<file path="config.mk">
export PLATFORM = sky130hd
export DESIGN_NAME = pcx_cfg
export DESIGN_NICKNAME = d
export VERILOG_FILES = /design/src/rtl/pcx_pkg.sv /design/src/rtl/pcx_cfg.sv
export SDC_FILE = /design/constraint.sdc
export NUM_CORES = 1
export LEC_CHECK = 0
export ABC_AREA = 0
export BUFFER_PORTS_ARGS = -buffer_cell sky130_fd_sc_hd__buf_2
export CAP_MARGIN = 20
export CORE_AREA = 2 2 87 89
export DETAILED_ROUTE_END_ITERATION = 16
export DIE_AREA = 0 0 89 91
export RECOVER_POWER = 25
export SLEW_MARGIN = 5
export SYNTH_ARGS = -nofsm -noshare
export SYNTH_HDL_FRONTEND = slang
export SYNTH_SLANG_ARGS = --single-unit
</file>
<file path="constraint.sdc">
create_clock -name aclk -period 3.2 [get_ports aclk]
set_clock_uncertainty 0.1 [all_clocks]
set_input_delay 0.96 -clock aclk [delete_from_list [all_inputs] [get_ports aclk]]
set_output_delay 0.96 -clock aclk [all_outputs]
set_load 0.05 [all_outputs]
</file>
<file path="src/rtl/pcx_pkg.sv">
// ----------------------------------------------------------------------------
// pcx_pkg
// Shared constants and types of the PCX run-length decoder.
// ----------------------------------------------------------------------------
package pcx_pkg;

    // Sizes
    localparam int PALETTE_DEPTH = 256;
    localparam int MAX_PLANES    = 4;
    localparam int MAX_RUN       = 63;

    localparam int PAL_AW  = $clog2(PALETTE_DEPTH);
    localparam int RUN_W   = $clog2(MAX_RUN + 1);
    localparam int COLOR_W = 24;
    localparam int BYTE_W  = 8;
    localparam int DIM_W   = 16;
    localparam int PLANE_W = 2;
    localparam int PCNT_W  = 3;

    // Stream byte with both top bits set opens a run
    localparam logic [BYTE_W-1:0] RUN_MARK = 8'hC0;

    // Input actions
    localparam logic ACT_STREAM  = 1'b0;
    localparam logic ACT_PALETTE = 1'b1;

    // APB register map
    localparam int REG_IDX_W = 2;
    localparam int PADDR_W   = REG_IDX_W + 2;
    localparam int PDATA_W   = 32;

    localparam logic [REG_IDX_W-1:0] REG_IMAGE_WIDTH  = 2'd0;
    localparam logic [REG_IDX_W-1:0] REG_IMAGE_HEIGHT = 2'd1;
    localparam logic [REG_IDX_W-1:0] REG_PLANE_COUNT  = 2'd2;
    localparam logic [REG_IDX_W-1:0] REG_PALETTE_MODE = 2'd3;

    // Effective image configuration (zero sizes and plane count clamped)
    typedef struct packed {
        logic [DIM_W-1:0]  width;
        logic [DIM_W-1:0]  height;
        logic [PCNT_W-1:0] planes;
        logic              palette_mode;
    } cfg_t;

    // Palette RAM port request
    typedef struct packed {
        logic              we;
        logic [PAL_AW-1:0] waddr;
        logic [COLOR_W-1:0] wdata;
        logic              re;
        logic [PAL_AW-1:0] raddr;
    } ram_req_t;

endpackage

</file>
<file path="src/rtl/pcx_cfg.sv">
// ----------------------------------------------------------------------------
// pcx_cfg
// APB register file for image size, plane count and palette mode.
// ----------------------------------------------------------------------------
module pcx_cfg
    import pcx_pkg::*;
(
    input  logic               aclk,
    input  logic               aresetn,
    input  logic               psel,
    input  logic               penable,
    input  logic               pwrite,
    input  logic [PADDR_W-1:0] paddr,
    input  logic [PDATA_W-1:0] pwdata,
    output logic [PDATA_W-1:0] prdata,
    output logic               pready,
    output cfg_t               cfg
);

    logic [DIM_W-1:0]     width_reg;
    logic [DIM_W-1:0]     height_reg;
    logic [PCNT_W-1:0]    planes_reg;
    logic                 mode_reg;
    logic                 wr_en;
    logic [REG_IDX_W-1:0] reg_idx;

    assign pready  = 1'b1;
    assign wr_en   = psel && penable && pwrite;
    assign reg_idx = paddr[PADDR_W-1:2];

    // Register writes
    always_ff @(posedge aclk) begin
        if (!aresetn) begin
            width_reg  <= DIM_W'(1);
            height_reg <= DIM_W'(1);
            planes_reg <= PCNT_W'(1);
            mode_reg   <= 1'b0;
        end else if (wr_en) begin
            case (reg_idx)
                REG_IMAGE_WIDTH:  width_reg  <= pwdata[DIM_W-1:0];
                REG_IMAGE_HEIGHT: height_reg <= pwdata[DIM_W-1:0];
                REG_PLANE_COUNT:  planes_reg <= pwdata[PCNT_W-1:0];
                REG_PALETTE_MODE: mode_reg   <= pwdata[0];
                default: ;
            endcase
        end
    end

    // Read-back of the raw register values
    always_comb begin
        case (reg_idx)
            REG_IMAGE_WIDTH:  prdata = PDATA_W'(width_reg);
            REG_IMAGE_HEIGHT: prdata = PDATA_W'(height_reg);
            REG_PLANE_COUNT:  prdata = PDATA_W'(planes_reg);
            REG_PALETTE_MODE: prdata = PDATA_W'(mode_reg);
            default:          prdata = '0;
        endcase
    end

    // Effective values: zero sizes act as 1, plane count clamped to 1..MAX_PLANES
    always_comb begin
        cfg.width        = (width_reg == '0) ? DIM_W'(1) : width_reg;
        cfg.height       = (height_reg == '0) ? DIM_W'(1) : height_reg;
        cfg.palette_mode = mode_reg;
        if (planes_reg == '0) begin
            cfg.planes = PCNT_W'(1);
        end else if (planes_reg > PCNT_W'(MAX_PLANES)) begin
            cfg.planes = PCNT_W'(MAX_PLANES);
        end else begin
            cfg.planes = planes_reg;
        end
    end

endmodule

</file>
==> results.py <==
metrics = {
    "status": {
        "status": "finished, final reports clean",
    },
    "final_layout": {
        "fin_nets": 321,
        "drive_gt1_share_pct": 31.67,
        "design_area_um2": 2365,
        "antennaDiodeCount": 0,
        "final_cell_mix": "67 x buf_2, 51 x nand2_1, 50 x mux2i_1, 36 x dfxtp_1, 17 x conb_1",
        "syn2layout_area_growth_pct": 18.13,
        "final_common_cell": "buf_2",
    },
    "worst_setup_path": {
        "startpoint": "paddr[3]",
        "path_buf_inv": 2,
        "rr_endpoint": "height_reg[7]",
        "critPathLaunchType": "input port",
        "arrival_ns": 1.95,
        "rrSetupSlack_ns": 2.40,
        "critPathTopFamily": "multiplexers",
        "worstSetupPathType": "in -> out",
        "cp_cell_sequence": "clkbuf_1 > mux4_2 > buf_2",
        "crit_path_max_fanout": 5,
        "cp_data_required_time_ns": 2.14,
        "r2r_start": "height_reg[7]",
        "crit_slowest_cell": "mux4_2",
        "cp-end-kind": "output port",
        "cp_slowest_stage_delay_ns": 0.54,
        "r2r_cells": 2,
    },
    "placement": {
        "dp_hpwl_um": 3810,
        "routabilityCongestion": 0.7385,
        "dpl_cell_area_um2": 2298,
        "place.port_buffers": 74,
    },
    "timing": {
        "hold_viol": 0,
        "fin_crit_ns": 3.012,
        "slew_viol_final": 0,
        "setup_viol": 0,
        "timing.final.crit_share_pct": 94.13,
        "rsz0062_at_grt": "false",
        "max_freq_mhz": 332.0,
        "worst_slew_pin_slew_ns": 1.280,
        "slew_headroom_pct": 14.64,
        "final.setup.tns_ns": 0,
    },
    "global_routing": {
        "grt_usage_pct": 13.05,
        "gr-total-overflow": 0,
        "grt_max_degree": 34,
        "antenna_found_initial": 0,
        "grt_pass1_vias": 1552,
        "grt_pass1_wl_um": 8045,
    },
    "synth": {
        "syn_avg_cell_area_um2": 8.307,
        "syn_area_um2": 2002,
        "syn-instance-count": 241,
        "seq_area_frac_synth_pct": 36.00,
        "synth.distinct_cells": 24,
        "ys_seq_elements": 36,
        "ys_warn_count": 0,
    },
    "clock_network": {
        "cts_hold_repair.buffers": 0,
        "root_buffer": "clkbuf_8",
        "ctsLongestPathBuffers": 2,
        "cts_max_level": 2,
        "cts_inserted_buffers": 5,
        "cts_tree": "built",
        "clk_pin_slew_worst_paths_ns": 0.07,
        "clock_latency_ns": 0.28,
        "cts_setup_buffers": 0,
        "ctsResizeCount": 0,
        "clock_sinks": 36,
    },
    "routing": {
        "wl_per_cell_um": 13.60,
        "drt_first_pass_iters": 4,
        "vias_per_cell": 4.347,
        "drt_iter0_drc": 52,
        "ant_nets": 0,
        "vias": 1652,
        "drt_wl_total_um": 5168,
        "drc": 0,
    },
    "pwr": {
        "ir_drop_mv": 0.1863,
        "power_density_nw_per_um2": 402.3,
        "power.leakage_nw": 1.161,
        "p_total_mw": 0.9514,
    },
    "die": {
        "ioPinCount": 110,
        "core_area_um2": 7137,
        "die_x_um": 89,
        "die_h_um": 91,
        "placementRows": 31,
        "die_area_um2": 8099,
        "initial_utilization_pct": 28.05,
    },
    "min_path": {
        "min_to": "height_reg[8]",
        "hp-start": "height_reg[8]",
        "hp-class": "reg -> reg",
        "min_path_cells": 2,
    },
    "job": {
        "drv_cap": 0,
    },
}
[per-stage QoR]
step | std cells | utilization (%) | hold WS, ns | setup slack, ns
floorplan | 256 | - | 0.3568 | 0.1476
global placement | 372 | 32.21 | 0.3755 | 0.2172
detailed placement | 372 | 32.21 | 0.3792 | 0.1983
CTS | 380 | 33.47 | 0.3958 | 0.1970
global route | 380 | 33.13 | 0.4064 | 0.1168
finish | 380 | 33.13 | 0.3916 | 0.1878
[cell type report]
type                            count  area (µm²)
Timing Repair Buffer               79       407.9
Clock buffer                        8       90.09
Tap cell                           99       123.9
Inverter                            1       3.754
Sequential cell                    36       720.7
Multi-Input combinational cell    157        1018
Fill cell                         798        4772
[Yosys cell counts (all sizes together)]
library cell	n	area share [%]
a21oi	1	0.25
a41o	2	1.0
buf	24	9.6
clkbuf	38	7.1
conb	2	0.38
dfxtp	36	36
inv	1	0.19
mux2i	50	25
mux4	1	1.1
nand2	51	9.6
nand3	1	0.50
nor2	13	2.4
nor2b	6	1.9
nor3	3	1.0
nor3b	1	0.38
nor4	6	1.9
o211ai	1	0.38
o21ai	2	0.50
o31ai	1	0.38
or3b	1	0.44
[worst reg2reg max path: cells and delay by family (launching register included)]
| kind | cells | cell delay [ns] |
|---|---|---|
| flip-flops | 1 | 0.42 |
| multiplexers | 1 | 0.13 |
| AND/OR/NAND/NOR | 1 | 0.07 |
[report_power, final]
group          leakage [nW]  switching (mW)  internal, mW
combinational         0.825           0.119        0.0374
sequential            0.291         0.00624         0.454
clock                0.0455           0.160         0.176
total                  1.16           0.285         0.667
[worst max path at each step]
| stage | end | cells past startpoint |
|---|---|---|
| floorplan | prdata[10] | 4 |
| global placement | prdata[0] | 4 |
| detailed placement | prdata[0] | 4 |
| CTS | prdata[0] | 4 |
| global route | prdata[0] | 3 |
| finish | prdata[0] | 3 |
[kinds of logic (layout without fill, tap and decap cells)]
logic type / Yosys count / count (layout) / share of synthesized area [%]
other: 2 / 17 / 0.3751
DFF: 36 / 36 / 36.00
and+or+nand+nor: 82 / 82 / 18.06
AOI/OAI and AO/OA: 7 / 7 / 2.500
muxes: 51 / 51 / 26.12
buffers and inverters: 63 / 88 / 16.94
[per-layer routing]
layer,track usage (%),vias to the layer above,part of all wire (%)
met5,0,-,0
met4,4.726,0,2.2
met3,2.455,10,4.7
met2,21.08,57,48
met1,17.10,772,46
li1,-,813,-
Note: power is estimated with default switching activity, not from simulation.
