## src/rtl/pcx_ram.sv

```systemverilog
// ----------------------------------------------------------------------------
// pcx_ram
// Generic simple dual-port RAM: one write port, one registered read port.
// ----------------------------------------------------------------------------
module pcx_ram #(
    parameter int WIDTH = 8,
    parameter int DEPTH = 16
) (
    input  logic                     aclk,
    input  logic                     we,
    input  logic [$clog2(DEPTH)-1:0] waddr,
    input  logic [WIDTH-1:0]         wdata,
    input  logic                     re,
    input  logic [$clog2(DEPTH)-1:0] raddr,
    output logic [WIDTH-1:0]         rdata
);

    logic [WIDTH-1:0] mem [DEPTH];
    logic [WIDTH-1:0] rdata_reg;

    always_ff @(posedge aclk) begin
        if (we) begin
            mem[waddr] <= wdata;
        end
        if (re) begin
            rdata_reg <= mem[raddr];
        end
    end

    assign rdata = rdata_reg;

endmodule

```

## config.mk

```make
export PLATFORM = sky130hd
export DESIGN_NAME = pcx_ram
export DESIGN_NICKNAME = d
export VERILOG_FILES = /design/src/rtl/pcx_ram.sv
export SDC_FILE = /design/constraint.sdc
export NUM_CORES = 1
export LEC_CHECK = 0
export BUFFER_PORTS_ARGS = -buffer_cell sky130_fd_sc_hd__buf_2
export CAP_MARGIN = 20
export CORE_ASPECT_RATIO = 2
export CORE_MARGIN = 2
export CORE_UTILIZATION = 60
export DETAILED_ROUTE_END_ITERATION = 16
export PLACE_DENSITY = 0.78
export SLEW_MARGIN = 20
export SYNTH_ARGS = -nofsm -noshare
export SYNTH_HDL_FRONTEND = slang
export SYNTH_SLANG_ARGS = --single-unit
```

## constraint.sdc

```tcl
create_clock -name aclk -period 2.15 [get_ports aclk]
set_clock_uncertainty 0.2 [all_clocks]
set_input_delay 0.1075 -clock aclk [delete_from_list [all_inputs] [get_ports aclk]]
set_output_delay 0.1075 -clock aclk [all_outputs]
set_load 0.02 [all_outputs]
```

==> results.cfg, run 1 <==
[outcome]
status = finished, final reports clean

[clock_network]
cts_max_level = 4
clk_pin_slew_worst_paths_ps = 50
clkSinkCount = 136
root_buffer = clkbuf_16
cts_tree = done
cts_buffer_depth = 2
insertion_delay_ps = 410
numCtsBuffers = 17

[synth]
synth_cell_types = 18
yosysMostFrequentCell = edfxtp_1
synth_top_area_share_pct = 78.1
syn_nets = 248
synth-seq-area-share_pct = 78.1
synthTopCellsByArea = edfxtp_1 (78%), mux4_2 (7.8%), mux4_1 (7.0%)
ys_seq_elements = 136
ys.flop_type = edfxtp_1
synth_edf_count = 136
synth.cell_area_um2 = 5230
avgSynthCellArea_um2 = 22.8
yosys.area_share.xor_xnor_pct = 0
async_flop_share_pct = 0
synth_compound_area_share_pct = 2.30
synthMuxAreaShare_pct = 14.8
synth_cells = 229
synth_top_family_by_area = multiplexers
synth_largest_area_cell = edfxtp_1
synth-simple-area-share_pct = 3.14
synth_fa_ha_area_share_pct = 0
yosysWarnings = 0
ys_top_cells_by_count = edfxtp_1 (136), mux4_2 (18), a22oi_1 (16), mux4_1 (14), nor2_1 (13)

[timing]
hold_viol = 0
tightest_slew_ps = 434
max_freq_ghz = 0.576
min_period_over_period_pct = 80.7
slew_violations = 0
setup_viol_count_final = 0
tns_ps = 0
relSlewSlack_pct = 71.1
layout_min_cycle_time_ps = 1740
rsz0062_at_grt = no

[power]
ir_drop_uv = 835
leakage_nw = 2.17
power_density_nw_per_um2 = 990

[die]
die_h_um = 136
die_area_um2 = 9520
coreArea_um2 = 8530
rows = 48
initial_core_util_pct = 61.3
io_pins = 27
die_w_um = 70

[route]
vias_per_cell = 6.14
vias = 2505
wire_per_inst_um = 24.4
routed_wl_mm = 9.97
drtPass1Iterations = 4
drt_iter0_drc = 154
drc = 0
final_antenna_net_count = 0

[global_routing]
grtUsageTotal_pct = 22.9
grt_overflow_total = 0
antenna_found_initial = 0
grt_pass1_vias = 2693
grt_pass1_wl_mm = 15.0
grt_max_degree = 33

[hold_path]
holdPathEnd = mem[4][3]$_DFFE_PP_
min_path_type = input port to flip-flop
worstHoldPathCells = 3
hp-start = waddr[0]

[placement]
dpl.hpwl_mm = 6.77
io_buffers = 26
place_area_um2 = 5590
gp_congestion = 0.817

[worst_setup_path]
reg2reg_to = rdata[2]$_DFFE_PP_
worst_setup_path_end_kind = flip-flop
cp.required_ps = 2100
worstPathMaxFanout = 1
ff2ff_path_depth = 3
cp-start-kind = flip-flop
r2r_setup_slack_ps = 410
crit_arrival_ps = 1680
r2r-start = mem[9][2]$_DFFE_PP_
crit_type = flip-flop to flip-flop

[finish]
drive_above_1_share_pct = 31.2
fill_cells = 497
area_growth_pct = 20.3
n_antenna_cell = 0
stdcell_area_um2 = 6290
largest_reg_flops = 128
finalNetCount = 314

[job]
maxCapViolations = 0
[power by group]
part	total, mW	internal (mW)	leakage, nW	switching (mW)
sequential	3.01	2.99	1.24	0.0158
clock	2.92	1.92	0.298	0.997
combinational	0.298	0.130	0.636	0.168
total	6.22	5.04	2.17	1.18
[final cells by class]
type                            count  area [um2]  share of cell area, %
Clock buffer                       18         429                   6.83
Tap cell                          100         125                   1.99
Sequential cell                   136        4080                   65.0
Clock inverter                     14         181                   2.89
Multi-Input combinational cell     83        1060                   16.8
Timing Repair Buffer               57         410                   6.53
[worst max path at each step]
stage	start	cells after the start	to
finish	mem[9][2]$_DFFE_PP_	3	rdata[2]$_DFFE_PP_
floorplan	waddr[2]	2	mem[0][0]$_DFFE_PP_
CTS	mem[9][2]$_DFFE_PP_	3	rdata[2]$_DFFE_PP_
global placement	raddr[0]	5	rdata[2]$_DFFE_PP_
detailed placement	raddr[0]	5	rdata[2]$_DFFE_PP_
global route	mem[9][2]$_DFFE_PP_	3	rdata[2]$_DFFE_PP_
[worst max-delay path, cell delays in order (launching register included)]
cell,delay [ps]
edfxtp_1,370
mux4_1,550
a22oi_1,260
nand2_1,100
[cell usage in the layout (no fill, tap or decap), types with 2 or more instances in the layout]
cell type | synthesis | final
edfxtp_1 | 136 | 136
buf_2 | 3 | 26
buf_4 | 1 | 20
mux4_2 | 18 | 18
clkbuf_16 | 0 | 17
a22oi_1 | 16 | 16
mux4_1 | 14 | 14
nor2_1 | 13 | 13
nand2_1 | 9 | 9
dlygate4sd3_1 | 0 | 9
nor3_1 | 4 | 4
clkinv_2 | 0 | 4
bufinv_16 | 0 | 4
clkinv_4 | 0 | 3
nand3b_1 | 2 | 2
nand2b_1 | 2 | 2
clkinv_1 | 0 | 2
buf_12 | 0 | 2
[cell families after synthesis]
family                 count (synthesis)
AND/OR/NAND/NOR                       35
AO/OA/AOI/OAI                         16
buffers and inverters                 10
flip-flops                           136
multiplexers                          32
[repair_timing]
item / 4_1_cts / 5_1_grt
endpoints found under the hold margin: 136 / 0
setup buffers: 0 / 0
resized for setup: 0 / 0
hold buffers: 9 / 0
[stage by stage]
| stage | power [mW] | utilization [%] | worst slack, ps | hold WS [ps] | std cells |
|---|---|---|---|---|---|
| after global routing | 6.39 | 73.7 | 357 | 67.9 | 408 |
| after floorplan | 3.22 | - | 350 | 6.37 | 229 |
| after global placement | 3.33 | 65.5 | 301 | 276 | 367 |
| final | 6.22 | 73.7 | 415 | 70.7 | 408 |
| after detailed placement | 3.35 | 65.5 | 261 | 295 | 367 |
| after CTS | 6.27 | 73.7 | 375 | 46.0 | 408 |
[metal layers]
metal  GRT usage (%)  vias to the layer above  share of wire, %
met5               0                        -                 0
met1            22.9                     1280                33
li1                -                     1110                 -
met2            43.5                       97                61
met4            10.1                        0               2.3
met3            5.78                       18               4.3
(Power assumes the default switching activity.)
==> inputs of run 2 (changes only) <==
- ABC_AREA: default -> 1
- clock period: 2.15 -> 1.8 ns (I/O delays scaled with it)
==> results.cfg, run 2 <==
[outcome]
status = finished, final reports clean

[power]
clock_power_share_pct = 43.8
internal_power_mw = 5.70
pwr-share-seq_pct = 49.5
power_mw = 7.25
p_sw_mw = 1.55
combPwrFrac_pct = 6.6
ir_drop_uv = 797
power_density_nw_per_um2 = 1060
leakage_nw = 2.97
swShare_pct = 21.3

[route]
vias = 4070
final_antenna_net_count = 0
vias_per_cell = 5.45
routed_wl_mm = 13.8
drc = 0
wire_per_inst_um = 18.5
drtPass1Iterations = 5
drt_iter0_drc = 436

[synth]
yosysWarnings = 0
synth_top_area_share_pct = 69.8
synth_largest_area_cell = edfxtp_1
synth-seq-area-share_pct = 69.8
ys.flop_type = edfxtp_1
synth.cell_area_um2 = 5850
syn_nets = 570
avgSynthCellArea_um2 = 10.6
synth_cells = 551
synthTopCellsByArea = edfxtp_1 (70%), nand2_1 (11%), nand3_1 (8.3%)
synth_edf_count = 136
ys_seq_elements = 136
yosysMostFrequentCell = nand2_1
synth_cell_types = 11
ys_top_cells_by_count = nand2_1 (173), edfxtp_1 (136), inv_1 (100), nand3_1 (97), nor2_1 (17)
async_flop_share_pct = 0

[clock_network]
cts_tree = done
cts_buffer_depth = 2
ctsResizeCount = 0
clk_pin_slew_worst_paths_ps = 50
root_buffer = clkbuf_16
clkSinkCount = 136
cts_max_level = 4
insertion_delay_ps = 420
numCtsBuffers = 17

[global_routing]
grt_pass1_vias = 4076
grt_max_degree = 65
grt_pass1_wl_mm = 21.3
grt_overflow_total = 0
grtUsageTotal_pct = 28.7
antenna_found_initial = 0

[timing]
hold_viol = 0
max_freq_ghz = 0.700
tightest_slew_ps = 654
min_period_over_period_pct = 79.3
layout_min_cycle_time_ps = 1430
holdWs_ps = 24.1
relSlewSlack_pct = 56.4
setup_viol_count_final = 0
rsz0062_at_grt = no
tns_ps = 0
slew_violations = 0

[die]
die_h_um = 144
die_area_um2 = 10600
io_pins = 27
coreArea_um2 = 9640
initial_core_util_pct = 60.7
rows = 51
die_w_um = 73.8

[placement]
dpl.hpwl_mm = 8.61
io_buffers = 26
dp_cells = 706
gp_congestion = 0.828

[job]
maxCapViolations = 0

[finish]
fill_cells = 677
finalNetCount = 623
drive_above_1_share_pct = 12.0
largest_reg_flops = 128
n_antenna_cell = 0
fin_cells = 747
layout_common_cells = nand2_1 (173), edfxtp_1 (136), inv_1 (100), nand3_1 (97), buf_2 (26)
area_growth_pct = 16.7
final_common_cell = nand2_1
utilization_pct = 70.8

[worst_setup_path]
crit_arrival_ps = 1400
cp-start-kind = flip-flop
worst_setup_path_end_kind = flip-flop
crit_type = flip-flop to flip-flop
cp.required_ps = 1770
worstPathMaxFanout = 1

[hold_path]
min_path_type = input port to flip-flop
## run 2: cell types whose count changed in the layout (fill, tap and decap cells not counted), moves of 4 or more
cell | previous run | this run
mux4_1 | 14 | 0
a22oi_1 | 16 | 0
inv_1 | 0 | 100
nor2_1 | 13 | 17
nand2_1 | 9 | 173
nor3_1 | 4 | 0
mux4_2 | 18 | 0
nand3_1 | 1 | 97
## run 2: per-layer routing
metal / share of wire [%] / vias to the layer above / GRT usage, %
li1: - / 1883 / -
met3: 6.4 / 64 / 5.12
met2: 52 / 209 / 47.1
met1: 34 / 1914 / 32.0
met5: 0 / - / 0
met4: 7.7 / 0 / 21.9
## run 2: cell type report
type	count	area, um2	share of cell area (%)
multi-input cells	289	1210	17.8
clock inverters	12	111	1.63
well taps	132	165	2.42
repair buffers	58	435	6.38
inverters	102	383	5.61
clock buffers	18	429	6.29
flip-flops and latches	136	4080	59.9
## run 2: worst max-delay path, stage by stage (launching register included)
cell and delay, ps:
edfxtp_1 410, inv_1 110, nand2_1 80, nand3_1 80
nand3_1 150, nand3_1 100, nand2_1 50
## run 2: through the flow
stage,instance area [um2],worst slack [ps]
floorplan,5850,559
global placement,6170,160
detailed placement,6170,144
CTS,6820,386
global route,6820,320
finish,6820,372
## run 2: kinds of logic after synthesis
| family | Yosys count | synth area share (%) |
|---|---|---|
| buffers and inverters | 126 | 9.39 |
| DFF | 136 | 69.8 |
| and+or+nand+nor | 289 | 20.8 |
## run 2: what timing repair did
item / CTS / global route
endpoints found under the hold margin: 146 / 0
buffers inserted: 0 / 0
hold buffers: 11 / 0
## run 2: path summary, 6_finish.rpt
kind,depth (start not counted),slack [ps],end,startpoint
setup / recovery,6,370,rdata[1]$_DFFE_PP_,mem[14][1]$_DFFE_PP_
hold / removal,4,20,mem[2][0]$_DFFE_PP_,waddr[2]
setup reg to reg,6,370,rdata[1]$_DFFE_PP_,mem[14][1]$_DFFE_PP_
hold reg to reg,6,540,rdata[7]$_DFFE_PP_,mem[10][7]$_DFFE_PP_
## run 2: power by group through the flow
stage / sequential (mW) / clock, mW / combinational, mW
global route: 3.59 / 3.32 / 0.526
finish: 3.59 / 3.18 / 0.481
detailed placement: 3.65 / 0 / 0.455
CTS: 3.59 / 3.19 / 0.479
floorplan: 3.67 / 0 / 0.250
global placement: 3.65 / 0 / 0.442
