[src/rtl/pcx_pkg.sv]
// ----------------------------------------------------------------------------
// pcx_pkg
// Shared constants and types of the PCX run-length decoder.
// ----------------------------------------------------------------------------
package pcx_pkg;

    // Sizes
    localparam int PALETTE_DEPTH = 256;
    localparam int MAX_PLANES    = 4;
    localparam int MAX_RUN       = 63;

    localparam int PAL_AW  = $clog2(PALETTE_DEPTH);
    localparam int RUN_W   = $clog2(MAX_RUN + 1);
    localparam int COLOR_W = 24;
    localparam int BYTE_W  = 8;
    localparam int DIM_W   = 16;
    localparam int PLANE_W = 2;
    localparam int PCNT_W  = 3;

    // Stream byte with both top bits set opens a run
    localparam logic [BYTE_W-1:0] RUN_MARK = 8'hC0;

    // Input actions
    localparam logic ACT_STREAM  = 1'b0;
    localparam logic ACT_PALETTE = 1'b1;

    // APB register map
    localparam int REG_IDX_W = 2;
    localparam int PADDR_W   = REG_IDX_W + 2;
    localparam int PDATA_W   = 32;

    localparam logic [REG_IDX_W-1:0] REG_IMAGE_WIDTH  = 2'd0;
    localparam logic [REG_IDX_W-1:0] REG_IMAGE_HEIGHT = 2'd1;
    localparam logic [REG_IDX_W-1:0] REG_PLANE_COUNT  = 2'd2;
    localparam logic [REG_IDX_W-1:0] REG_PALETTE_MODE = 2'd3;

    // Effective image configuration (zero sizes and plane count clamped)
    typedef struct packed {
        logic [DIM_W-1:0]  width;
        logic [DIM_W-1:0]  height;
        logic [PCNT_W-1:0] planes;
        logic              palette_mode;
    } cfg_t;

    // Palette RAM port request
    typedef struct packed {
        logic              we;
        logic [PAL_AW-1:0] waddr;
        logic [COLOR_W-1:0] wdata;
        logic              re;
        logic [PAL_AW-1:0] raddr;
    } ram_req_t;

endpackage

[src/rtl/pcx_seq.sv]
// ----------------------------------------------------------------------------
// pcx_seq
// Stream parser and run sequencer: decodes run markers, reads the palette
// RAM, steps the raster position and drives the result register.
// ----------------------------------------------------------------------------
module pcx_seq
    import pcx_pkg::*;
(
    input  logic                aclk,
    input  logic                aresetn,
    input  cfg_t                cfg,
    input  logic                s_valid,
    output logic                s_ready,
    input  logic                s_action,
    input  logic [BYTE_W-1:0]   s_stream_byte,
    input  logic [BYTE_W-1:0]   s_palette_index,
    input  logic [COLOR_W-1:0]  s_palette_color,
    output logic                m_valid,
    input  logic                m_ready,
    output logic [COLOR_W-1:0]  m_pixel_value,
    output logic [DIM_W-1:0]    m_pixel_row,
    output logic [DIM_W-1:0]    m_pixel_column,
    output logic [PLANE_W-1:0]  m_pixel_plane,
    output logic                m_run_last,
    output logic                m_image_done,
    output ram_req_t            ram_req,
    input  logic [COLOR_W-1:0]  ram_rdata
);

    localparam logic [1:0] ST_IDLE = 2'd0;
    localparam logic [1:0] ST_RUN  = 2'd1;
    localparam logic [1:0] ST_END  = 2'd2;

    // Control state
    logic [1:0]         state_reg, state_next;
    logic               pending_reg, pending_next;
    logic [RUN_W-1:0]   run_len_reg, run_len_next;
    logic [DIM_W-1:0]   col_reg, col_next;
    logic [PLANE_W-1:0] plane_reg, plane_next;
    logic [DIM_W-1:0]   row_reg, row_next;
    logic               done_reg, done_next;
    logic               m_valid_reg, m_valid_next;

    // Payload of the current run and of the result register
    logic [RUN_W-1:0]   cnt_reg, cnt_next;
    logic [BYTE_W-1:0]  byte_reg, byte_next;
    logic               oob_reg, oob_next;
    logic [COLOR_W-1:0] value_reg, value_next;
    logic [DIM_W-1:0]   prow_reg, prow_next;
    logic [DIM_W-1:0]   pcol_reg, pcol_next;
    logic [PLANE_W-1:0] pplane_reg, pplane_next;
    logic               last_reg, last_next;
    logic               fin_reg, fin_next;

    logic s_acc;
    logic out_free;
    logic marker;
    logic start;
    logic [RUN_W-1:0] count;

    // Palette mode step: wrap before the pixel, emit, wrap after
    logic             wrap1, done1, wrap2, done3, pal_fin, pal_last;
    logic [DIM_W-1:0] col1, row1, row3, col3;
    logic [DIM_W:0]   col1_inc, row1_inc;

    // Plane mode step
    logic              pln_fin, pln_last;
    logic [DIM_W:0]    col_inc, row_inc, w_ext, h_ext;
    logic [PCNT_W-1:0] plane_inc;

    assign s_ready  = (state_reg == ST_IDLE);
    assign s_acc    = s_valid && s_ready;
    assign out_free = !m_valid_reg || m_ready;
    assign marker   = (s_stream_byte & RUN_MARK) == RUN_MARK;
    assign w_ext    = {1'b0, cfg.width};
    assign h_ext    = {1'b0, cfg.height};

    assign wrap1    = col_reg >= cfg.width;
    assign col1     = wrap1 ? '0 : col_reg;
    assign row1     = wrap1 ? DIM_W'(row_reg + 1'b1) : row_reg;
    assign done1    = done_reg || (wrap1 && row1 == '0) || (row1 >= cfg.height);
    assign col1_inc = {1'b0, col1} + 1'b1;
    assign row1_inc = {1'b0, row1} + 1'b1;
    assign pal_fin  = (col1_inc >= w_ext) && (row1_inc >= h_ext);
    assign wrap2    = col1_inc >= w_ext;
    assign col3     = wrap2 ? '0 : col1_inc[DIM_W-1:0];
    assign row3     = wrap2 ? row1_inc[DIM_W-1:0] : row1;
    assign done3    = (wrap2 && row3 == '0) || (row3 >= cfg.height);
    assign pal_last = (cnt_reg == RUN_W'(1)) || done3;

    assign col_inc   = {1'b0, col_reg} + 1'b1;
    assign row_inc   = {1'b0, row_reg} + 1'b1;
    assign plane_inc = {1'b0, plane_reg} + 1'b1;
    assign pln_fin   = (col_inc >= w_ext) && (plane_inc >= cfg.planes) && (row_inc >= h_ext);
    assign pln_last  = (cnt_reg == RUN_W'(1)) || (col_inc >= w_ext);

    // Stream byte decode: run marker, run value or literal
    always_comb begin
        start        = 1'b0;
        count        = RUN_W'(1);
        pending_next = pending_reg;
        run_len_next = run_len_reg;
        if (s_acc && s_action == ACT_STREAM) begin
            if (pending_reg) begin
                start        = 1'b1;
                count        = run_len_reg;
                pending_next = 1'b0;
                run_len_next = '0;
            end else if (marker) begin
                pending_next = 1'b1;
                run_len_next = s_stream_byte[RUN_W-1:0];
            end else begin
                start = 1'b1;
            end
        end
    end

    // Palette RAM: writes from palette requests, one read per decoded value
    always_comb begin
        ram_req.we    = s_acc && s_action == ACT_PALETTE &&
                        ({1'b0, s_palette_index} < (BYTE_W + 1)'(PALETTE_DEPTH));
        ram_req.waddr = s_palette_index[PAL_AW-1:0];
        ram_req.wdata = s_palette_color;
        ram_req.re    = start;
        ram_req.raddr = s_stream_byte[PAL_AW-1:0];
    end

    // Sequencer
    always_comb begin
        state_next   = state_reg;
        col_next     = col_reg;
        plane_next   = plane_reg;
        row_next     = row_reg;
        done_next    = done_reg;
        cnt_next     = cnt_reg;
        byte_next    = byte_reg;
        oob_next     = oob_reg;
        m_valid_next = m_valid_reg && !m_ready;
        value_next   = value_reg;
        prow_next    = prow_reg;
        pcol_next    = pcol_reg;
        pplane_next  = pplane_reg;
        last_next    = last_reg;
        fin_next     = fin_reg;

        case (state_reg)
            ST_IDLE: begin
                if (start) begin
                    cnt_next  = count;
                    byte_next = s_stream_byte;
                    oob_next  = {1'b0, s_stream_byte} >= (BYTE_W + 1)'(PALETTE_DEPTH);
                    if (cfg.palette_mode) begin
                        if (count != '0 && !done_reg) begin
                            state_next = ST_RUN;
                        end
                    end else if (!done_reg) begin
                        if (row_reg >= cfg.height) begin
                            done_next = 1'b1;
                        end else if (count != '0 && col_reg < cfg.width) begin
                            state_next = ST_RUN;
                        end else begin
                            state_next = ST_END;
                        end
                    end
                end
            end

            ST_RUN: begin
                if (out_free) begin
                    cnt_next = cnt_reg - 1'b1;
                    if (cfg.palette_mode) begin
                        if (done1) begin
                            // image already full: drop the rest of the run
                            col_next   = col1;
                            row_next   = row1;
                            done_next  = 1'b1;
                            state_next = ST_IDLE;
                        end else begin
                            m_valid_next = 1'b1;
                            value_next   = oob_reg ? '0 : ram_rdata;
                            prow_next    = row1;
                            pcol_next    = col1;
                            pplane_next  = '0;
                            last_next    = pal_last;
                            fin_next     = pal_fin;
                            col_next     = col3;
                            row_next     = row3;
                            done_next    = done3;
                            if (pal_last) begin
                                state_next = ST_IDLE;
                            end
                        end
                    end else begin
                        m_valid_next = 1'b1;
                        value_next   = COLOR_W'(byte_reg);
                        prow_next    = row_reg;
                        pcol_next    = col_reg;
                        pplane_next  = plane_reg;
                        last_next    = pln_last;
                        fin_next     = pln_fin;
                        col_next     = col_inc[DIM_W-1:0];
                        if (pln_last) begin
                            state_next = ST_END;
                        end
                    end
                end
            end

            ST_END: begin
                // end of a plane-mode request: once the line is full, move to next plane or scanline
                if (col_reg >= cfg.width) begin
                    col_next = '0;
                    if (plane_inc >= cfg.planes) begin
                        plane_next = '0;
                        row_next   = row_inc[DIM_W-1:0];
                        done_next  = done_reg || (row_inc >= h_ext);
                    end else begin
                        plane_next = plane_inc[PLANE_W-1:0];
                    end
                end
                state_next = ST_IDLE;
            end

            default: begin
                state_next = ST_IDLE;
            end
        endcase
    end

    // Control registers
    always_ff @(posedge aclk) begin
        if (!aresetn) begin
            state_reg   <= ST_IDLE;
            pending_reg <= 1'b0;
            run_len_reg <= '0;
            col_reg     <= '0;
            plane_reg   <= '0;
            row_reg     <= '0;
            done_reg    <= 1'b0;
            m_valid_reg <= 1'b0;
        end else begin
            state_reg   <= state_next;
            pending_reg <= pending_next;
            run_len_reg <= run_len_next;
            col_reg     <= col_next;
            plane_reg   <= plane_next;
            row_reg     <= row_next;
            done_reg    <= done_next;
            m_valid_reg <= m_valid_next;
        end
    end

    // Payload registers
    always_ff @(posedge aclk) begin
        cnt_reg    <= cnt_next;
        byte_reg   <= byte_next;
        oob_reg    <= oob_next;
        value_reg  <= value_next;
        prow_reg   <= prow_next;
        pcol_reg   <= pcol_next;
        pplane_reg <= pplane_next;
        last_reg   <= last_next;
        fin_reg    <= fin_next;
    end

    assign m_valid        = m_valid_reg;
    assign m_pixel_value  = value_reg;
    assign m_pixel_row    = prow_reg;
    assign m_pixel_column = pcol_reg;
    assign m_pixel_plane  = pplane_reg;
    assign m_run_last     = last_reg;
    assign m_image_done   = fin_reg;

endmodule

[config.mk]
export PLATFORM = sky130hd
export DESIGN_NAME = pcx_seq
export DESIGN_NICKNAME = d
export VERILOG_FILES = /design/src/rtl/pcx_pkg.sv /design/src/rtl/pcx_seq.sv
export SDC_FILE = /design/constraint.sdc
export NUM_CORES = 1
export LEC_CHECK = 0
export BUFFER_PORTS_ARGS = -buffer_cell sky130_fd_sc_hd__buf_2
export CAP_MARGIN = 25
export CORE_ASPECT_RATIO = 0.6
export CORE_MARGIN = 3
export CORE_UTILIZATION = 35
export CTS_CLUSTER_SIZE = 20
export DETAILED_ROUTE_END_ITERATION = 8
export GPL_ROUTABILITY_DRIVEN = 0
export GPL_TIMING_DRIVEN = 0
export PLACE_DENSITY = 0.52
export SLEW_MARGIN = 30
export SYNTH_ARGS = -nofsm -noshare
export SYNTH_HDL_FRONTEND = slang
export SYNTH_SLANG_ARGS = --single-unit
[constraint.sdc]
create_clock -name aclk -period 10.8 [get_ports aclk]
set_input_delay 1.08 -clock aclk [delete_from_list [all_inputs] [get_ports aclk]]
set_output_delay 1.08 -clock aclk [all_outputs]
set_load 0.02 [all_outputs]
==> qor.log, run 1 <==
INFO  clock_network  cts.clk_slew.worst_paths=70ps
INFO  layout         antenna-diode-count=0
INFO  power          power.switching=0.0007710W
INFO  setup_path     critical_path.max_fanout=28
INFO  logic_synthesis synth_area_leader_cell=sky130_fd_sc_hd__edfxtp_1
INFO  timing         final.setup_skew=13.55ps
INFO  logic_synthesis synthesis.area=10900µm²
INFO  route          drtPass1Iterations=6
INFO  timing         setup-violations-final=0
INFO  floorplanning  die_w=233.8µm
INFO  floorplanning  start_util=0.3598
INFO  min_path       hp-class=register to register
INFO  power          vdd_ir_drop_max=0.00009391V
INFO  clock_network  tritoncts.num_buffers=17
INFO  timing         setup_total_negative_slack=0ps
INFO  logic_synthesis synth.most_common_cell=sky130_fd_sc_hd__ha_1
INFO  layout         layout-drive-gt1-share=0.2023
INFO  logic_synthesis synth_area_leaders=sky130_fd_sc_hd__edfxtp_1, sky130_fd_sc_hd__ha_1, sky130_fd_sc_hd__dfxtp_1
INFO  floorplanning  floorplan.rows=49
INFO  logic_synthesis yosysTopAreaCellShare=0.2039
INFO  logic_synthesis syn_inst=1265
INFO  placed_design  post-place-cells=1850
INFO  logic_synthesis count_of_flip_flops_with_a_built_in_enable_after_synthesis=74
INFO  clock_network  cts.root.buffer_cell=sky130_fd_sc_hd__clkbuf_16
INFO  clock_network  tritoncts=done
INFO  clock_network  clk-insertion-delay-late=440ps
INFO  global_route   number_of_global_route_vias_before_repair=9896
INFO  logic_synthesis avgSynthCellArea=8.615µm²
INFO  setup_path     required=11170ps
INFO  layout         fin_cells=1881
INFO  setup_path     timing.critical_path.to_type=register
INFO  timing         finalMaxSlewViolations=0
INFO  layout         syn2layout_area_growth=19.36%
INFO  logic_synthesis synth.ff_latch_count=119
INFO  power          clockPowerShare=0.308
INFO  timing         achievable-frequency=0.09815GHz
INFO  timing         setup_repair_after_global_routing_missed_its_margin=no
INFO  route          drtAntennaViolNets=0
INFO  route          via_count=10390
INFO  power          p_leak=5.886nW
INFO  global_route   global_route.overflow_total=0
INFO  placed_design  port_buffers=174
INFO  placed_design  dp_worst_setup_slack=-1545ps
INFO  route          dr.first_iter.drc_count=1165
INFO  global_route   grt_first_pass_wirelength=59.87mm
INFO  power          p_per_area=151.2nW/µm²
INFO  setup_path     critical_path_arrival=10560ps
INFO  power          p_sw_frac=0.3920
INFO  route          drt-total-wl=39.31mm
INFO  placed_design  detailedPlacementHpwl=30.99mm
INFO  timing         worst-slew-pin-transition=1029ps
INFO  setup_path     worst_case_register_to_register_setup_slack=900ps
INFO  run_status     status=finished clean
INFO  route          via_per_inst=5.525
INFO  job            drv.max_cap_violation_count=0
INFO  setup_path     path_class=input port to register
INFO  power          seqPwrFrac=0.327
INFO  layout         largest_register_ff_count=24
INFO  clock_network  clkSinkCount=119
INFO  power          power.share.combinational=0.365
INFO  logic_synthesis async_reset_ff_frac=0
INFO  power          intPower=0.001196W
INFO  route          avgRoutedWirePerCell=20.90µm
INFO  setup_path     critical-path-max-stage-delay=560ps
INFO  floorplanning  fp.dieArea=33360µm²
INFO  floorplanning  pin_count=209
INFO  setup_path     start_kind=input port
INFO  logic_synthesis yosys_warnings=0
INFO  logic_synthesis syn_nets=1513
INFO  global_route   grt_antenna_before_repair=1
INFO  logic_synthesis synth_cell_type_count=81
INFO  timing         timing.final.crit_share=0.9434
INFO  floorplanning  floorplan.die.height=142.7µm
INFO  setup_path     critical_path_cell_with_the_highest_stage_delay=sky130_fd_sc_hd__a2111oi_4
INFO  logic_synthesis most_frequently_used_flop_master_after_synthesis=sky130_fd_sc_hd__edfxtp_1
INFO  global_route   grt_use_total=0.2356
INFO  timing         slew_headroom=0.3112
INFO  layout         layout.nets=1708
INFO  clock_network  clock_tree.buffer_depth=2
INFO  floorplanning  core=30290µm²
INFO  clock_network  cts.htree.levels=4
INFO  timing         finalHoldViolCount=0
INFO  global_route   grt_start_max_net_pins=22
INFO  logic_synthesis synth.yosys.seq_area_share=0.2866
INFO  timing         period_minus_slack=10190ps
INFO  route          remaining_drc_errors=0
INFO  timing         post_route_worst_setup_slack=611.6ps
INFO  logic_synthesis commonest_cells_in_the_synthesized_netlist=sky130_fd_sc_hd__ha_1, sky130_fd_sc_hd__nor2_1, sky130_fd_sc_hd__nand2_1
-- placed cells by master, fill, tap and decap left out, drive strengths merged, types with 16 or more instances in the layout --
cell | Yosys | routed
buf | 57 | 235
ha | 143 | 143
nor2 | 103 | 103
nand2 | 94 | 94
a21oi | 81 | 81
inv | 73 | 81
xnor2 | 77 | 77
edfxtp | 74 | 74
o21ai | 65 | 65
clkbuf | 40 | 55
and2 | 45 | 45
dfxtp | 45 | 45
nand3 | 38 | 38
xor2 | 31 | 31
o21a | 25 | 25
nor3 | 24 | 24
nor2b | 23 | 23
nand4 | 18 | 18
a21o | 16 | 16
and3 | 16 | 16
-- what timing repair did --
| action | CTS | global route |
|---|---|---|
| pin swaps | 0 | 1 |
| hold buffers | 0 | 0 |
| endpoints found under the hold margin | 0 | 0 |
| setup buffers | 0 | 1 |
| resized for setup | 3 | 4 |
| setup endpoints to repair | 4 | 4 |
-- cell type report --
type	instances	area, µm²
Inverter	73	274.0
Clock buffer	17	425.4
Multi-Input combinational cell	976	6997
Clock inverter	15	180.2
Fill cell	3081	17280
Buffer	95	536.8
Tap cell	408	510.5
Sequential cell	119	3123
Timing Repair Buffer	178	960.9
-- critical path: cells and delay by family --
family	cells	cell delay, ps
mux	1	180
xor+xnor	1	130
buf+inv	6	1790
compound gates	14	3520
simple gates	10	2730
fa+ha+maj	4	1080
-- stage by stage --
step | hold slack [ps] | cell area [µm²] | total power [W] | utilization
4_1_cts | 485.2 | 12980 | 0.001963 | 0.4286
3_3_place_gp | 471.8 | 12280 | 0.001337 | 0.4054
5_1_grt | 507.1 | 13010 | 0.002071 | 0.4295
2_1_floorplan | 444.0 | 10900 | 0.001096 | -
3_5_place_dp | 476.7 | 12370 | 0.001354 | 0.4085
6_report | 477.7 | 13010 | 0.001967 | 0.4295
-- metal layers --
| metal | track usage | vias up | part of all wire |
|---|---|---|---|
| li1 | - | 4913 | - |
| met1 | 0.3635 | 4879 | 0.49 |
| met2 | 0.3182 | 539 | 0.39 |
| met3 | 0.06300 | 59 | 0.11 |
| met4 | 0.05950 | 2 | 0.015 |
| met5 | 0 | - | 0.00033 |
-- worst paths after layout --
path | startpoint | endpoint | cells past startpoint
max | cfg[30] | state_reg[1]$_SDFFE_PN0P_ | 36
min | plane_reg[1]$_SDFFE_PN0P_ | plane_reg[1]$_SDFFE_PN0P_ | 2
max reg2reg | col_reg[10]$_SDFFE_PN0P_ | state_reg[1]$_SDFFE_PN0P_ | 34
min reg2reg | plane_reg[1]$_SDFFE_PN0P_ | plane_reg[1]$_SDFFE_PN0P_ | 2
-- cells by family (layout without fill, tap and decap cells) --
group / after synthesis / after routing / synth area share
xor+xnor: 108 / 108 / 0.08749
simple gates: 421 / 421 / 0.1982
buf+inv: 170 / 378 / 0.07486
fa+ha+maj: 143 / 143 / 0.1642
flops: 119 / 119 / 0.2866
mux: 14 / 14 / 0.01378
compound gates: 290 / 290 / 0.1750
-- power by group through the flow --
stage | clock network [W] | logic (W) | registers [W]
CTS | 0.000612 | 0.000708 | 0.000643
global route | 0.000639 | 0.000778 | 0.000654
finish | 0.000607 | 0.000718 | 0.000643
floorplan | 0 | 0.000362 | 0.000733
global placement | 0 | 0.000678 | 0.000659
detailed placement | 0 | 0.000702 | 0.000652
No activity file was read; power rests on OpenSTA's default activity.
==> inputs of run 2 (changes only) <==
- PLACE_DENSITY: 0.52 -> not set
- PLACE_DENSITY_LB_ADDON: not set -> 0.25
==> run 2 against run 1 <==
Net effect:
- die area did not move
- non-clock buffer count fell by 1
- sequential share of layout area barely moved
- register-to-register slack better by 140 ps
- worst hold slack improved by 0.73 ps
- setup slack better by 110 ps
==> qor.log, run 2 (synthesis gave the netlist of run 1 again) <==
INFO  layout         nFillCells=3058
INFO  floorplanning  die_w=233.8µm
INFO  floorplanning  pin_count=209
INFO  timing         timing.final.crit_share=0.9335
INFO  global_route   global_route.overflow_total=0
INFO  route          via_per_inst=5.560
INFO  setup_path     path_class=input port to register
INFO  route          remaining_drc_errors=0
INFO  timing         finalMaxSlewViolations=0
INFO  power          p_leak=5.880nW
INFO  timing         setup-violations-final=0
INFO  setup_path     timing.critical_path.to_type=register
INFO  timing         finalHoldViolCount=0
INFO  layout         multi_input_comb_area=7007µm²
INFO  global_route   number_of_global_route_vias_before_repair=9650
INFO  placed_design  port_buffers=174
INFO  setup_path     critical_path_startpoint=cfg[23]
INFO  min_path       hp-class=register to register
INFO  route          avgRoutedWirePerCell=20.44µm
INFO  setup_path     critical_path.max_fanout=28
INFO  setup_path     reg2regPathDepth=34
INFO  route          drtPass1Iterations=6
INFO  setup_path     start_of_the_worst_register_to_register_path=col_reg[10]$_SDFFE_PN0P_
INFO  layout         layout-drive-gt1-share=0.2031
INFO  global_route   grt_use_total=0.2275
INFO  floorplanning  fp.dieArea=33360µm²
INFO  setup_path     critical_path_cell_with_the_highest_stage_delay=sky130_fd_sc_hd__a2111oi_4
INFO  floorplanning  floorplan.rows=49
INFO  timing         slew_headroom=0.3665
INFO  power          vdd_ir_drop_max=0.00008908V
INFO  setup_path     required=11160ps
INFO  route          drt-total-wl=38.44mm
INFO  timing         post_route_worst_setup_slack=717.7ps
INFO  route          dr.first_iter.drc_count=1282
INFO  timing         achievable-frequency=0.09918GHz
INFO  layout         layout.cells.most_common=sky130_fd_sc_hd__buf_2
INFO  layout         layout_common_cells=sky130_fd_sc_hd__buf_2, sky130_fd_sc_hd__ha_1, sky130_fd_sc_hd__nor2_1
INFO  clock_network  clock_tree.buffer_depth=2
INFO  layout         syn2layout_area_growth=19.35%
INFO  power          total_power=0.001951W
INFO  min_path       worstHoldPathCells=2
INFO  global_route   grt_antenna_before_repair=0
INFO  placed_design  detailedPlacementHpwl=30.33mm
INFO  min_path       hold_start=plane_reg[1]$_SDFFE_PN0P_
INFO  global_route   grt_start_max_net_pins=25
INFO  floorplanning  core=30290µm²
INFO  clock_network  cts.clk_slew.worst_paths=60ps
INFO  clock_network  cts.root.buffer_cell=sky130_fd_sc_hd__clkbuf_16
INFO  route          via_count=10460
INFO  job            drv.max_cap_violation_count=0
INFO  global_route   grt_first_pass_wirelength=58.03mm
INFO  clock_network  clkSinkCount=119
INFO  timing         period_minus_slack=10080ps
INFO  placed_design  dp_worst_setup_slack=-1572ps
INFO  timing         setup_repair_after_global_routing_missed_its_margin=no
INFO  route          drtAntennaViolNets=0
INFO  layout         final-seq-area=3123µm²
INFO  clock_network  tritoncts.num_buffers=17
INFO  timing         worst-slew-pin-transition=948.3ps
INFO  floorplanning  start_util=0.3598
INFO  setup_path     critical_path_arrival=10440ps
INFO  clock_network  clk-insertion-delay-late=440ps
INFO  layout         largest_register_ff_count=24
INFO  clock_network  tritoncts=done
INFO  layout         layout.nets=1707
INFO  clock_network  cts.htree.levels=4
INFO  setup_path     critical-path-max-stage-delay=540ps
INFO  floorplanning  floorplan.die.height=142.7µm
INFO  power          p_per_area=150.0nW/µm²
INFO  timing         final.setup_skew=16.19ps
INFO  run_status     status=finished clean
INFO  setup_path     start_kind=input port
INFO  clock_network  cts.repair_timing.setup_buffer_count=0
[run 2: final timing paths]
kind / end / slack [ps]
max: state_reg[0]$_SDFFE_PN0P_ / 720
min: plane_reg[1]$_SDFFE_PN0P_ / 480
max reg2reg: state_reg[0]$_SDFFE_PN0P_ / 1040
min reg2reg: plane_reg[1]$_SDFFE_PN0P_ / 480
[run 2: final cells by class]
class,count,share of cell area
Sequential cell,119,0.2401
Timing Repair Buffer,177,0.07330
Tap cell,408,0.03925
Inverter,73,0.02107
Buffer,95,0.04137
Antenna cell,1,0.0001924
Clock buffer,17,0.03271
Clock inverter,15,0.01328
Multi-Input combinational cell,976,0.5387
[run 2: worst max-delay path: cells and delay by family]
| family | cells | cell delay [ps] |
|---|---|---|
| mux | 1 | 170 |
| buf+inv | 6 | 1700 |
| fa+ha+maj | 4 | 1060 |
| simple gates | 10 | 2600 |
| compound gates | 15 | 3780 |
[run 2: where the power goes]
group,switching (W),internal (W),total (W)
combinational,0.000462,0.000252,0.000713
sequential,0.0000478,0.000595,0.000643
clock,0.000264,0.000331,0.000595
[run 2: timing repair]
| item | 4_1_cts | 5_1_grt |
|---|---|---|
| gates resized for setup | 3 | 6 |
| setup endpoints to repair | 4 | 4 |
| hold buffers | 0 | 0 |
[run 2: routing by layer]
layer	global-route usage	part of all wire
met2	0.3131	0.39
met5	0	0
met4	0.05050	0.013
met3	0.08014	0.13
met1	0.3372	0.46
[run 2: stage by stage]
stage | setup TNS (ps) | util | instances | hold slack (ps) | instance area, µm²
2_1_floorplan | 0 | - | 1265 | 444.0 | 10900
3_3_place_gp | -34590 | 0.4054 | 1847 | 466.9 | 12280
3_5_place_dp | -5828 | 0.4085 | 1850 | 474.8 | 12370
4_1_cts | 0 | 0.4284 | 1881 | 484.0 | 12970
5_1_grt | 0 | 0.4294 | 1880 | 493.1 | 13000
6_report | 0 | 0.4294 | 1881 | 478.4 | 13010
